File: src/hw/rtl/first_fit_page_frame_allocator_assert.svh
// Assertion macros shared by the page frame allocator RTL.
// No dependencies; taken in by `include in the files that assert.
`ifndef FIRST_FIT_PAGE_FRAME_ALLOCATOR_ASSERT_SVH
`define FIRST_FIT_PAGE_FRAME_ALLOCATOR_ASSERT_SVH

// Same-cycle implication, disabled while reset is asserted.
`define FFPA_ASSERT_IMPLIES(lbl, clk, rst_n, ante, cons) \
	lbl: assert property (@(posedge clk) disable iff (!rst_n) (ante) |-> (cons)) \
		else $error("%m: implication failed");

// Next-cycle implication, disabled while reset is asserted.
`define FFPA_ASSERT_NEXT(lbl, clk, rst_n, ante, cons) \
	lbl: assert property (@(posedge clk) disable iff (!rst_n) (ante) |=> (cons)) \
		else $error("%m: next-cycle implication failed");

`endif

File: src/hw/rtl/ffpa_pkg.sv
// Shared types and constants of the page frame allocator.
// No dependencies; used by ffpa_ctrl, ffpa_dpath and the top level.
package ffpa_pkg;

	localparam int PAGE_FRAMES = 1024;
	localparam int PAGE_W      = 10;
	localparam int COUNT_W     = 11;
	localparam int ROW_PAGES   = 8;
	localparam int LANE_W      = $clog2(ROW_PAGES);
	localparam int NUM_ROWS    = PAGE_FRAMES / ROW_PAGES;
	localparam int ROW_AW      = $clog2(NUM_ROWS);
	localparam int ENTRY_W     = 3;
	localparam int FREE_BIT    = 0;

	typedef logic [PAGE_W-1:0]  page_t;
	typedef logic [COUNT_W-1:0] count_t;
	typedef logic [COUNT_W:0]   span_t;
	typedef logic [ROW_AW-1:0]  row_idx_t;
	typedef logic [LANE_W-1:0]  lane_t;
	typedef logic [ENTRY_W-1:0] entry_t;
	typedef logic [ROW_PAGES-1:0][ENTRY_W-1:0] row_t;

	// entry layout: {type[1:0], free}
	localparam entry_t   ENTRY_FREE = 3'b001;
	localparam count_t   PAGES_MAX  = count_t'(PAGE_FRAMES);
	localparam span_t    SPAN_PAGES = span_t'(PAGE_FRAMES);
	localparam row_idx_t LAST_ROW   = row_idx_t'(NUM_ROWS - 1);

	localparam logic [1:0] CMD_ALLOC   = 2'd0;
	localparam logic [1:0] CMD_FREE    = 2'd1;
	localparam logic [1:0] CMD_RESERVE = 2'd2;
	localparam logic [1:0] CMD_UNUSED  = 2'd3;

	localparam logic [1:0] STS_OK   = 2'd0;
	localparam logic [1:0] STS_ZERO = 2'd1;
	localparam logic [1:0] STS_FAIL = 2'd2;

	typedef struct packed {
		logic [1:0] command;
		page_t      page_index;
		count_t     page_count;
		logic [1:0] page_type;
	} req_t;

	typedef struct packed {
		logic       ok;
		logic [1:0] status;
		page_t      first_page;
		count_t     free_pages;
		count_t     used_pages;
	} rsp_t;

	typedef enum logic [2:0] {
		S_IDLE,
		S_DECIDE,
		S_SCAN,
		S_MARK,
		S_DONE
	} state_t;

	// controller -> datapath
	typedef struct packed {
		logic load;
		logic scan_en;
		logic mark_en;
		logic res_load;
		logic res_pass;
	} ctl_cmd_t;

	// datapath -> controller
	typedef struct packed {
		logic bad;
		logic alloc;
		logic scan_hit;
		logic scan_miss;
		logic mark_last;
	} dp_sts_t;

endpackage

File: src/hw/rtl/ffpa_ctrl.sv
// Sequencing state machine of the page frame allocator.
// Depends on ffpa_pkg and first_fit_page_frame_allocator_assert.svh.
`include "first_fit_page_frame_allocator_assert.svh"

module ffpa_ctrl (
	input  logic               clk,
	input  logic               arst_n,
	input  logic               req_valid,
	output logic               req_ready,
	output logic               rsp_valid,
	input  logic               rsp_ready,
	output ffpa_pkg::ctl_cmd_t cmd,
	input  ffpa_pkg::dp_sts_t  sts
);

	ffpa_pkg::state_t state_q, state_d;
	logic pass_q, pass_d;
	logic rsp_valid_q;

	always_ff @(posedge clk or negedge arst_n) begin
		if (!arst_n) begin
			state_q     <= ffpa_pkg::S_IDLE;
			pass_q      <= 1'b0;
			rsp_valid_q <= 1'b0;
		end else begin
			state_q <= state_d;
			pass_q  <= pass_d;
			if (cmd.res_load) begin
				rsp_valid_q <= 1'b1;
			end else if (rsp_ready) begin
				rsp_valid_q <= 1'b0;
			end
		end
	end

	always_comb begin
		state_d   = state_q;
		pass_d    = pass_q;
		cmd       = '0;
		req_ready = 1'b0;
		unique case (state_q)
			ffpa_pkg::S_IDLE: begin
				req_ready = 1'b1;
				if (req_valid) begin
					cmd.load = 1'b1;
					state_d  = ffpa_pkg::S_DECIDE;
				end
			end
			ffpa_pkg::S_DECIDE: begin
				if (sts.bad) begin
					pass_d  = 1'b0;
					state_d = ffpa_pkg::S_DONE;
				end else if (sts.alloc) begin
					state_d = ffpa_pkg::S_SCAN;
				end else begin
					state_d = ffpa_pkg::S_MARK;
				end
			end
			ffpa_pkg::S_SCAN: begin
				cmd.scan_en = 1'b1;
				if (sts.scan_hit) begin
					state_d = ffpa_pkg::S_MARK;
				end else if (sts.scan_miss) begin
					pass_d  = 1'b0;
					state_d = ffpa_pkg::S_DONE;
				end
			end
			ffpa_pkg::S_MARK: begin
				cmd.mark_en = 1'b1;
				if (sts.mark_last) begin
					pass_d  = 1'b1;
					state_d = ffpa_pkg::S_DONE;
				end
			end
			ffpa_pkg::S_DONE: begin
				// hold the result until the output register frees up
				if (!rsp_valid_q || rsp_ready) begin
					cmd.res_load = 1'b1;
					cmd.res_pass = pass_q;
					state_d      = ffpa_pkg::S_IDLE;
				end
			end
			default: begin
				state_d = ffpa_pkg::S_IDLE;
			end
		endcase
	end

	assign rsp_valid = rsp_valid_q;

	`FFPA_ASSERT_IMPLIES(a_load_into_free_slot, clk, arst_n, cmd.res_load, !rsp_valid_q || rsp_ready)
	`FFPA_ASSERT_IMPLIES(a_single_action, clk, arst_n, 1'b1, $onehot0({cmd.load, cmd.scan_en, cmd.mark_en, cmd.res_load}))
	`FFPA_ASSERT_NEXT(a_result_posted, clk, arst_n, cmd.res_load, rsp_valid_q && state_q == ffpa_pkg::S_IDLE)

endmodule

File: src/hw/rtl/ffpa_dpath.sv
// Datapath of the page frame allocator: page table memory, scan, run marking, counts.
// Depends on ffpa_pkg and first_fit_page_frame_allocator_assert.svh.
`include "first_fit_page_frame_allocator_assert.svh"

module ffpa_dpath (
	input  logic               clk,
	input  logic               arst_n,
	input  ffpa_pkg::req_t     req,
	input  ffpa_pkg::ctl_cmd_t cmd,
	output ffpa_pkg::dp_sts_t  sts,
	output ffpa_pkg::rsp_t     rsp
);

	// page table: rows of ROW_PAGES entries, per-row valid marks
	ffpa_pkg::row_t   page_mem_q [ffpa_pkg::NUM_ROWS];
	logic [ffpa_pkg::NUM_ROWS-1:0] row_vld_q;

	ffpa_pkg::req_t   req_q;
	ffpa_pkg::page_t  mark_lo_q, mark_hi_q;
	ffpa_pkg::row_idx_t mrow_q;
	ffpa_pkg::count_t free_q, used_q;
	ffpa_pkg::rsp_t   rsp_q;

	// scan pipeline
	ffpa_pkg::row_idx_t rd_row_q;
	logic               issue_done_q;
	logic               data_ok_s1;
	ffpa_pkg::row_idx_t data_row_s1;
	ffpa_pkg::row_t     rd_data_s1;
	logic               rd_vld_s1;
	ffpa_pkg::count_t   run_q, run_d;
	ffpa_pkg::page_t    start_q, start_d;

	ffpa_pkg::row_t   eff_row;
	logic             hit;
	ffpa_pkg::page_t  hit_lo, hit_hi;

	// request decode
	logic             is_alloc, is_zero;
	ffpa_pkg::span_t  span;
	logic             bad;
	logic [1:0]       err_status;

	// marking
	ffpa_pkg::entry_t fill;
	ffpa_pkg::row_t   wrow;
	logic [ffpa_pkg::ROW_PAGES-1:0] wmask;

	// counts
	ffpa_pkg::span_t  sum_used, sum_free;
	ffpa_pkg::count_t used_up, used_dn, free_up, free_dn;
	ffpa_pkg::count_t used_new, free_new;

	always_comb begin
		is_alloc = req_q.command == ffpa_pkg::CMD_ALLOC;
		is_zero  = req_q.page_count == '0;
		span     = ffpa_pkg::span_t'(req_q.page_index) + ffpa_pkg::span_t'(req_q.page_count);
		bad      = (req_q.command == ffpa_pkg::CMD_UNUSED) || is_zero
			|| (is_alloc ? (req_q.page_count > ffpa_pkg::PAGES_MAX)
			             : (span > ffpa_pkg::SPAN_PAGES));
		err_status = (req_q.command != ffpa_pkg::CMD_UNUSED && is_zero)
			? ffpa_pkg::STS_ZERO : ffpa_pkg::STS_FAIL;
	end

	// one row per cycle; the run length carries across rows
	always_comb begin
		eff_row = rd_vld_s1 ? rd_data_s1 : {ffpa_pkg::ROW_PAGES{ffpa_pkg::ENTRY_FREE}};
		run_d   = run_q;
		start_d = start_q;
		hit     = 1'b0;
		hit_lo  = start_q;
		hit_hi  = '0;
		for (int j = 0; j < ffpa_pkg::ROW_PAGES; j++) begin
			if (eff_row[j][ffpa_pkg::FREE_BIT]) begin
				if (run_d == '0) begin
					start_d = {data_row_s1, ffpa_pkg::lane_t'(j)};
				end
				run_d = run_d + 1'b1;
				if (!hit && run_d == req_q.page_count) begin
					hit    = 1'b1;
					hit_lo = start_d;
					hit_hi = {data_row_s1, ffpa_pkg::lane_t'(j)};
				end
			end else begin
				run_d = '0;
			end
		end
	end

	always_comb begin
		fill = (req_q.command == ffpa_pkg::CMD_FREE) ? ffpa_pkg::ENTRY_FREE
			: {req_q.page_type, 1'b0};
		for (int j = 0; j < ffpa_pkg::ROW_PAGES; j++) begin
			// an untouched row is written whole so its other pages read as free
			if ({mrow_q, ffpa_pkg::lane_t'(j)} >= mark_lo_q
				&& {mrow_q, ffpa_pkg::lane_t'(j)} <= mark_hi_q) begin
				wmask[j] = 1'b1;
				wrow[j]  = fill;
			end else begin
				wmask[j] = !row_vld_q[mrow_q];
				wrow[j]  = ffpa_pkg::ENTRY_FREE;
			end
		end
	end

	// saturating count updates
	always_comb begin
		sum_used = ffpa_pkg::span_t'(used_q) + ffpa_pkg::span_t'(req_q.page_count);
		sum_free = ffpa_pkg::span_t'(free_q) + ffpa_pkg::span_t'(req_q.page_count);
		used_up  = (sum_used > ffpa_pkg::SPAN_PAGES) ? ffpa_pkg::PAGES_MAX
			: ffpa_pkg::count_t'(sum_used);
		free_up  = (sum_free > ffpa_pkg::SPAN_PAGES) ? ffpa_pkg::PAGES_MAX
			: ffpa_pkg::count_t'(sum_free);
		used_dn  = (req_q.page_count > used_q) ? '0 : used_q - req_q.page_count;
		free_dn  = (req_q.page_count > free_q) ? '0 : free_q - req_q.page_count;
		if (req_q.command == ffpa_pkg::CMD_FREE) begin
			used_new = used_dn;
			free_new = free_up;
		end else begin
			used_new = used_up;
			free_new = free_dn;
		end
	end

	// control state
	always_ff @(posedge clk or negedge arst_n) begin
		if (!arst_n) begin
			row_vld_q    <= '0;
			free_q       <= ffpa_pkg::PAGES_MAX;
			used_q       <= '0;
			rd_row_q     <= '0;
			issue_done_q <= 1'b0;
			data_ok_s1   <= 1'b0;
		end else begin
			if (cmd.mark_en) begin
				row_vld_q[mrow_q] <= 1'b1;
			end
			if (cmd.res_load && cmd.res_pass) begin
				free_q <= free_new;
				used_q <= used_new;
			end
			if (cmd.load) begin
				rd_row_q     <= '0;
				issue_done_q <= 1'b0;
				data_ok_s1   <= 1'b0;
			end else if (cmd.scan_en) begin
				data_ok_s1 <= !issue_done_q;
				if (!issue_done_q) begin
					rd_row_q <= rd_row_q + 1'b1;
					if (rd_row_q == ffpa_pkg::LAST_ROW) begin
						issue_done_q <= 1'b1;
					end
				end
			end else begin
				data_ok_s1 <= 1'b0;
			end
		end
	end

	// memory and payload
	always_ff @(posedge clk) begin
		rd_data_s1  <= page_mem_q[rd_row_q];
		rd_vld_s1   <= row_vld_q[rd_row_q];
		data_row_s1 <= rd_row_q;
		if (cmd.mark_en) begin
			for (int j = 0; j < ffpa_pkg::ROW_PAGES; j++) begin
				if (wmask[j]) begin
					page_mem_q[mrow_q][j] <= wrow[j];
				end
			end
		end

		if (cmd.load) begin
			req_q     <= req;
			mark_lo_q <= req.page_index;
			mark_hi_q <= ffpa_pkg::page_t'(ffpa_pkg::span_t'(req.page_index)
				+ ffpa_pkg::span_t'(req.page_count) - 1'b1);
			mrow_q    <= req.page_index[ffpa_pkg::PAGE_W-1:ffpa_pkg::LANE_W];
			run_q     <= '0;
			start_q   <= '0;
		end else if (cmd.scan_en && data_ok_s1) begin
			run_q   <= run_d;
			start_q <= start_d;
			if (hit) begin
				mark_lo_q <= hit_lo;
				mark_hi_q <= hit_hi;
				mrow_q    <= hit_lo[ffpa_pkg::PAGE_W-1:ffpa_pkg::LANE_W];
			end
		end else if (cmd.mark_en) begin
			mrow_q <= mrow_q + 1'b1;
		end

		if (cmd.res_load) begin
			rsp_q.ok         <= cmd.res_pass;
			rsp_q.status     <= cmd.res_pass ? ffpa_pkg::STS_OK : err_status;
			rsp_q.first_page <= (cmd.res_pass && is_alloc) ? mark_lo_q : '0;
			rsp_q.free_pages <= cmd.res_pass ? free_new : free_q;
			rsp_q.used_pages <= cmd.res_pass ? used_new : used_q;
		end
	end

	assign sts.bad       = bad;
	assign sts.alloc     = is_alloc;
	assign sts.scan_hit  = data_ok_s1 && hit;
	assign sts.scan_miss = data_ok_s1 && !hit && data_row_s1 == ffpa_pkg::LAST_ROW;
	assign sts.mark_last = mrow_q == mark_hi_q[ffpa_pkg::PAGE_W-1:ffpa_pkg::LANE_W];
	assign rsp           = rsp_q;

	`FFPA_ASSERT_IMPLIES(a_counts_bounded, clk, arst_n, 1'b1, free_q <= ffpa_pkg::PAGES_MAX && used_q <= ffpa_pkg::PAGES_MAX)
	`FFPA_ASSERT_NEXT(a_hit_run_length, clk, arst_n, sts.scan_hit, ffpa_pkg::count_t'(mark_hi_q - mark_lo_q) + 1'b1 == req_q.page_count)
	`FFPA_ASSERT_IMPLIES(a_mark_within_run, clk, arst_n, cmd.mark_en, mrow_q <= mark_hi_q[ffpa_pkg::PAGE_W-1:ffpa_pkg::LANE_W])

endmodule

File: src/hw/rtl/first_fit_page_frame_allocator.sv
// First-fit page frame allocator. A request carries allocate, free or reserve for a run of
// page_count pages; each request gives one response with status and the free and used counts.
// The page table lives in a memory of 128 rows of 8 pages with one valid mark per row, so
// the block is ready right out of reset with every page free and no clearing pass.
// Errors (zero count, command 3, run past the end, count above 1024) go straight to the
// response; free and reserve mark the R rows of 8 pages that the run touches; allocate
// first scans rows 0 to H, H being the row of the run's last page, then marks the run. The
// scan reads one row per cycle through the single registered read port, and marking writes
// one row per cycle. A failed allocate scans all rows.
// The next request is taken while an earlier response still waits in the output register.
// Depends on ffpa_pkg, ffpa_ctrl and ffpa_dpath.

module first_fit_page_frame_allocator (
	input  logic           clk,
	input  logic           arst_n,
	input  logic           req_valid,
	output logic           req_ready,
	input  ffpa_pkg::req_t req,
	output logic           rsp_valid,
	input  logic           rsp_ready,
	output ffpa_pkg::rsp_t rsp
);

	ffpa_pkg::ctl_cmd_t cmd;
	ffpa_pkg::dp_sts_t  sts;

	// sequencing: accept, decode, scan, mark, post response
	ffpa_ctrl u_ctrl (
		.clk       (clk),
		.arst_n    (arst_n),
		.req_valid (req_valid),
		.req_ready (req_ready),
		.rsp_valid (rsp_valid),
		.rsp_ready (rsp_ready),
		.cmd       (cmd),
		.sts       (sts)
	);

	// page table, first-fit scan, run marking, saturating counts, response register
	ffpa_dpath u_dpath (
		.clk    (clk),
		.arst_n (arst_n),
		.req    (req),
		.cmd    (cmd),
		.sts    (sts),
		.rsp    (rsp)
	);

endmodule
File: config.mk
export PLATFORM = sky130hd
export DESIGN_NAME = first_fit_page_frame_allocator
export DESIGN_NICKNAME = d
export VERILOG_FILES = /design/src/hw/rtl/ffpa_pkg.sv /design/src/hw/rtl/ffpa_ctrl.sv /design/src/hw/rtl/ffpa_dpath.sv /design/src/hw/rtl/first_fit_page_frame_allocator.sv
export VERILOG_INCLUDE_DIRS = /design/src /design/src/hw/rtl
export SDC_FILE = /design/constraint.sdc
export NUM_CORES = 2
export LEC_CHECK = 0
export BUFFER_PORTS_ARGS = -buffer_cell sky130_fd_sc_hd__buf_2
export CAP_MARGIN = 20
export CORE_MARGIN = 4
export CORE_UTILIZATION = 54
export DETAILED_ROUTE_END_ITERATION = 16
export GPL_TIMING_DRIVEN = 1
export PLACE_DENSITY = 0.7
export SYNTH_ARGS = -nofsm -noshare
export SYNTH_HDL_FRONTEND = slang
export SYNTH_HIERARCHICAL = 1
export SYNTH_SLANG_ARGS = --single-unit
File: constraint.sdc
create_clock -name clk -period 8.7 [get_ports clk]
set_input_delay 0.435 -clock clk [delete_from_list [all_inputs] [get_ports clk]]
set_output_delay 0.435 -clock clk [all_outputs]
set_load 0.02 [all_outputs]
=== Yosys cells after proc, flatten, opt, wreduce, memory -nomap -nowiden ===
Memory sizes are Yosys's and may differ from the RTL's. A register that Yosys moved wholly into a read port is not among the register bits.
Cells that the tools add are included.
W data, S select, Z words.

* Memories: 1
* Register bits after elaboration: 280
* Input port bits: 29
* Word-level logic and storage cells: 331
* Memory bits (writable): 3072
* Output and inout bits: 37

* Magnitude comparators: 25
* Reduce and logical (&&, ||, !) cells: 59
* Equality and inequality tests: 27
* Bitwise operators: 1
* Muxes and demuxes: 176
* Add/sub/neg operators: 17

{| class="wikitable"
|+ Memory list
! memory !! depth !! bits a word !! rd ports !! clocked after memory_dff !! write ports !! line !! RTL
|-
| u_dpath.page_mem_q || 128 || 24 || 1 || 1 || 1 || ffpa_dpath.sv:15 || <nowiki>ffpa_pkg::row_t page_mem_q [ffpa_pkg::NUM_ROWS];</nowiki>
|}

{| class="wikitable"
|+ Operators by type and width
! cell !! count
|-
| $mux W10 || 59
|-
| $mux W11 || 16
|-
| $or A128 B128 Y128 || 1
|-
| $logic_not A11 Y1 || 9
|-
| $add A11 B1 Y11 const B || 8
|-
| $eq A11 B11 Y1 || 8
|-
| $ge A10 B10 Y1 || 8
|-
| $le A10 B10 Y1 || 8
|-
| $mux W1 || 70
|-
| $mux W7 || 7
|-
| $mux W3 || 15
|-
| $gt A12 B11 Y1 const B || 3
|-
| $add A11 B11 Y12 || 2
|-
| $logic_and A1 B1 Y1 || 23
|-
| $gt A11 B11 Y1 || 2
|-
| $mux W22 || 1
|-
| $sub A11 B11 Y11 || 2
|-
| $lt A7 B8 Y1 const B || 2
|-
| $pmux W3 S5 || 1
|-
| $add A7 B1 Y7 const B || 2
|-
| $bmux W1 S7 || 2
|-
| $eq A7 B7 Y1 const B || 2
|-
| $add A10 B11 Y12 || 1
|-
| $ne A2 B2 Y1 const B || 6
|-
| other kinds (25) || 47
|}

=== Logic depth before layout (Yosys ltp) ===
* Word-level depth: 38
* Depth in mapped cells: 32

=== By module ===
The synthesis kept the hierarchy.

{| class="wikitable"
|+ Modules (own cells, without submodules)
! module !! times used !! area each (µm²) !! cells an instance !! sequential area each (µm²)
|-
| ffpa_dpath || 1 || 64035.2 || 4865 || 38022.7
|-
| ffpa_ctrl || 1 || 390.4 || 42 || 125.1
|}

=== Worst setup path before layout ===
Ideal clock, no wire load.

* Path kind: register to register
* From: reg u_dpath.run_q[1]
* To: reg u_dpath.mrow_q[0] (enable)
* Cell stages (with the launch flop): 31
* Buffers on the path: 2
* Arrival time: 7.115 ns
* Data required time: 8.379 ns
* Library setup time: 0.321 ns
* Path slack: 1.264 ns
* Clock period less this slack: 7.436 ns
* Cell sequence: dfxtp_1 buf_2 inv_1 ha_1 nand2_1 ha_1 and2_1 inv_1 ha_1 nand2_1 inv_1 ha_1 buf_1 or4_1 a211oi_1 nand4b_1 xnor2_1 or2_2 a211o_1 nand2_1 xor2_1 nand3_1 nor4bb_1 o21ai_0 a2111oi_4 xnor2_1 mux2i_1 nand2_1 nand3_1 a21o_1 a21o_1

* Longest elaborated chain between the ends: 34
* Elaborated cells on any way between the ends: 55
* Classes of those cells: add/sub: 8; eq/ne: 9; mux: 23; reduce/logical: 15

{| class="wikitable"
|+ Ends and longest elaborated chain
! what !! line !! RTL
|-
| start, declared || ffpa_dpath.sv:31 || <nowiki>ffpa_pkg::count_t run_q, run_d;</nowiki>
|-
| start signal, assigned || ffpa_dpath.sv:182 || <nowiki>run_q <= run_d;</nowiki>
|-
| $add A11 B1 Y11 (*) || ffpa_dpath.sv:78 || <nowiki>run_d = run_d + 1'b1;</nowiki>
|-
| parallel branches: the longest is 30 deep, another holds $add A11 B1 Y11 || n/a ||
|-
| $mux W1 (*) || ffpa_dpath.sv:74 || <nowiki>if (eff_row[j][ffpa_pkg::FREE_BIT]) begin</nowiki>
|-
| $ne A3 B2 Y1 (no source line) (*) || n/a ||
|-
| $reduce_and A2 Y1 (no source line) (*) || n/a ||
|-
| end signal, assigned || ffpa_dpath.sv:178 || <nowiki>mrow_q <= req.page_index[ffpa_pkg::PAGE_W-1:ffpa_pkg::LANE_W];</nowiki>
|-
| end signal, assigned || ffpa_dpath.sv:187 || <nowiki>mrow_q <= hit_lo[ffpa_pkg::PAGE_W-1:ffpa_pkg::LANE_W];</nowiki>
|-
| end signal, assigned || ffpa_dpath.sv:190 || <nowiki>mrow_q <= mrow_q + 1'b1;</nowiki>
|-
| end, declared || ffpa_dpath.sv:20 || <nowiki>ffpa_pkg::row_idx_t mrow_q;</nowiki>
|}

Every way passes the cells marked *.
A chain may end at the register's enable or synchronous reset.

==> flow_metrics.py <==
metrics = {
    "run_status": {
        "status": "finished, final reports clean",
    },
    "cells_and_area": {
        "fill_cells": 9128,
        "fin_nets": 5036,
        "final_cells": 6553,
        "drive_gt1_share_pct": 16.9,
        "design_area_mm2": 0.0710,
        "area_delta_synth_final_pct": 10.2,
    },
    "synth": {
        "async_reset_ff_share_pct": 12.5,
        "ys_seq_area_share_pct": 59.2,
        "syn_avg_cell_area_um2": 13.1,
        "synth_nets": 5047,
        "synth-edff-count": 1109,
        "yosys_warnings": 6,
        "ys_ff_latch": 1310,
        "synth_ff_type": "edfxtp_1",
        "synth_cell_types": 116,
        "synth.cell_area_mm2": 0.0644,
        "netlist_instances": 4907,
    },
    "min_path": {
        "min_to": "u_ctrl/state_q[0]",
        "hold_path_depth": 3,
        "hp-class": "in -> reg",
        "hold_start": "req_valid",
    },
    "timing": {
        "fmax_ghz": 0.124,
        "setup_violations": 0,
        "drv_slew": 0,
        "fin_crit_sh_pct": 92.8,
        "skew_ns": 0.0329,
        "finalHoldViolations": 0,
        "fin_crit_ns": 8.07,
        "relSlewSlack_pct": 23.0,
        "rsz0062_at_grt": "false",
        "setup_tns_ns": 0,
        "tightest_slew_ns": 1.15,
    },
    "global_route": {
        "grt_pass1_wl_mm": 254,
        "grt_usage_pct": 26.6,
        "grt_max_degree": 134,
        "grt-ovfl-total": 0,
        "antenna_found_initial": 2,
        "grt_pass1_vias": 41300,
    },
    "clock_tree": {
        "cts_setup_buffers": 0,
        "htreeDepth": 4,
        "insertion_delay_ns": 0.75,
        "ctsResizeCount": 0,
        "root_buffer": "clkbuf_16",
        "numCtsBuffers": 141,
        "cts_tree": "yes",
        "cts.sinks": 1310,
        "clk_pin_slew_ns": 0.06,
        "cts_hold_buf": 24,
        "clock_path_buffers": 3,
    },
    "worst_setup_path": {
        "startpoint_type": "flop",
        "timing.rr.start": "u_dpath/run_q[0]",
        "crit_fanout": 10,
        "r2r-end": "u_ctrl/pass_q",
        "crit_path_end_kind": "flop",
        "crit_slowest_cell": "a2111o_1",
        "crit_type": "reg -> reg",
        "crit_buf_inv": 4,
        "critPathRequiredTime_ns": 9.32,
        "r2r_slack_ns": 0.63,
        "reg2reg_depth": 29,
        "worstPathArrival_ns": 8.69,
        "critPathTopFamily": "simple AND/OR/NAND/NOR gates",
        "critPathMaxStageDelay_ns": 0.54,
        "worst_path_most_repeated_cell": "ha_1",
    },
    "floorplan": {
        "start_util_pct": 54.5,
        "die_area_mm2": 0.125,
        "design.portCount": 66,
        "die_h_um": 353,
        "core-area_mm2": 0.118,
        "die_w_um": 353,
        "num_rows": 126,
    },
    "detailed_routing": {
        "drc": 0,
        "dr_total_vias": 41400,
        "drt.antenna.violating_nets": 0,
        "viasPerCell": 6.31,
        "firstDrtPassIters": 6,
        "drt_iter0_drc": 4651,
        "wl_mm": 165,
        "routedWlPerCell_um": 25.2,
    },
    "job": {
        "cap_violations": 0,
    },
    "placement": {
        "place_area_mm2": 0.0661,
        "gp_congestion": 0.909,
        "portBuffers": 63,
        "dpl.cell_count": 6263,
        "hpwl_mm": 104,
    },
    "power": {
        "max-vdd-ir-drop_mv": 0.322,
        "powerDensity_mw_per_mm2": 295,
        "power_mw": 20.9,
        "p_leak_nw": 26.4,
    },
}
-- per-layer routing --
layer	part of all wire (%)	track usage (%)
met1	40	37.3
met5	0.0097	0.192
met4	3.0	8.01
met3	8.7	5.08
met2	48	42.7
-- final cells by class --
cell class	count	area (um2)	area share [%]
sequential	1310	38200	53.8
clock buffer	203	3970	5.59
tap	1536	1920	2.71
multi-input combinational	3164	24700	34.8
inverter	115	432	0.608
clock inverter	60	584	0.823
timing repair buffer	164	1180	1.67
antenna	1	2.50	0.00353
-- how the worst max path moves through the flow --
stage	end	cells past startpoint	from	slack [ns]
finish	u_ctrl/pass_q	29	u_dpath/run_q[0]	0.63
global route	u_ctrl/pass_q	30	u_dpath/run_q[0]	0.1
CTS	u_ctrl/pass_q	30	u_dpath/run_q[0]	0.70
detailed placement	u_ctrl/pass_q	30	u_dpath/run_q[0]	0.75
global placement	u_ctrl/pass_q	30	u_dpath/run_q[0]	0.77
floorplan	u_dpath/mrow_q[0]	30	u_dpath/run_q[1]	1.26
-- cells by family after synthesis --
| kind of cell | after synthesis | synth area share [%] |
|---|---|---|
| buffers and inverters | 433 | 2.66 |
| xor gates and xnor gates | 182 | 2.69 |
| AOI/OAI and AO/OA | 503 | 5.52 |
| muxes | 457 | 14.6 |
| adders and majority gates | 112 | 2.24 |
| DFF | 1310 | 59.2 |
| and+or+nand+nor | 1910 | 13.1 |
-- sequential cells by signal (all words and copies together) (netlist names) --
| name | flops |
|---|---|
| u_dpath/mark_lo_q | 10 |
| u_dpath/start_q | 10 |
| u_dpath/row_vld_q | 128 |
| u_dpath/rsp | 35 |
| u_dpath/mrow_q | 7 |
| u_dpath/data_ok_s1 | 1 |
| u_dpath/rd_data_s1 | 8 |
| u_dpath/page_mem_q | 1024 |
| u_dpath/issue_done_q | 1 |
| u_dpath/rd_vld_s1 | 1 |
| u_dpath/free_q | 11 |
| u_dpath/req_q | 23 |
| u_dpath/data_row_s1 | 7 |
| u_dpath/rd_row_q | 7 |
| u_ctrl/pass_q | 1 |
| u_ctrl/rsp_valid | 1 |
| u_dpath/used_q | 11 |
| u_dpath/run_q | 11 |
| u_ctrl/state_q | 3 |
| u_dpath/mark_hi_q | 10 |
-- cell usage in the layout, fill, tap and decap left out, types with 22 or more instances in the layout --
cell type	instances
edfxtp_1	1109
mux4_2	379
nor3_1	45
and2_1	23
and3_1	27
buf_4	73
dfxtp_1	37
nor4_1	25
nand3_1	43
o21bai_1	22
nand2b_1	155
dfrtp_1	159
mux2i_1	28
a21oi_1	109
xnor2_1	130
clkinv_2	22
buf_2	62
ha_1	105
clkbuf_1	47
a221oi_1	29
a22oi_1	55
nand2_1	247
xor2_1	40
clkbuf_16	146
dlygate4sd3_1	24
nor2_1	1175
mux2_2	49
nand4_1	43
inv_1	108
o21ai_0	75
a21o_1	42
-- Yosys cell counts (all sizes together), types with 16 or more instances --
master,instances,area share (%)
buf,74,0.57
mux2,50,0.88
dfrtp,163,6.3
a21oi,111,0.87
and2,26,0.25
xnor2,133,1.9
o21bai,22,0.26
nand2b,158,1.5
and3,31,0.31
a221oi,29,0.39
nand4,44,0.45
nand2,253,1.5
inv,109,0.64
mux4,379,13
xor2,43,0.62
clkbuf,244,1.4
mux2i,28,0.44
nor3,49,0.40
nand3,44,0.35
dfxtp,37,1.1
nor2b,25,0.25
edfxtp,1109,52
o21ai,84,0.66
o22a,16,0.22
a22oi,55,0.64
a21o,42,0.49
nor2,1181,6.9
nor4,25,0.24
ha,105,2.0
-- stage by stage --
step,hold slack (ns),worst slack (ns),util [%]
2_1_floorplan,0.139,1.26,-
3_3_place_gp,0.356,0.773,55.9
3_5_place_dp,0.362,0.746,55.9
4_1_cts,0.0665,0.703,60.0
5_1_grt,0.106,0.0997,60.0
6_report,0.121,0.631,60.0
-- where the power goes --
group | internal (mW) | switching (mW)
Clock | 3.41 | 2.46
Combinational | 2.07 | 4.65
Sequential | 8.02 | 0.307
-- tightest hold or removal path: cells and delay by family --
| family | cells | cell delay, ns |
|---|---|---|
| compound gates | 1 | 0.07 |
| buf+inv | 1 | 0.15 |
| mux | 1 | 0.14 |
Power figures use the tool's default switching activity.
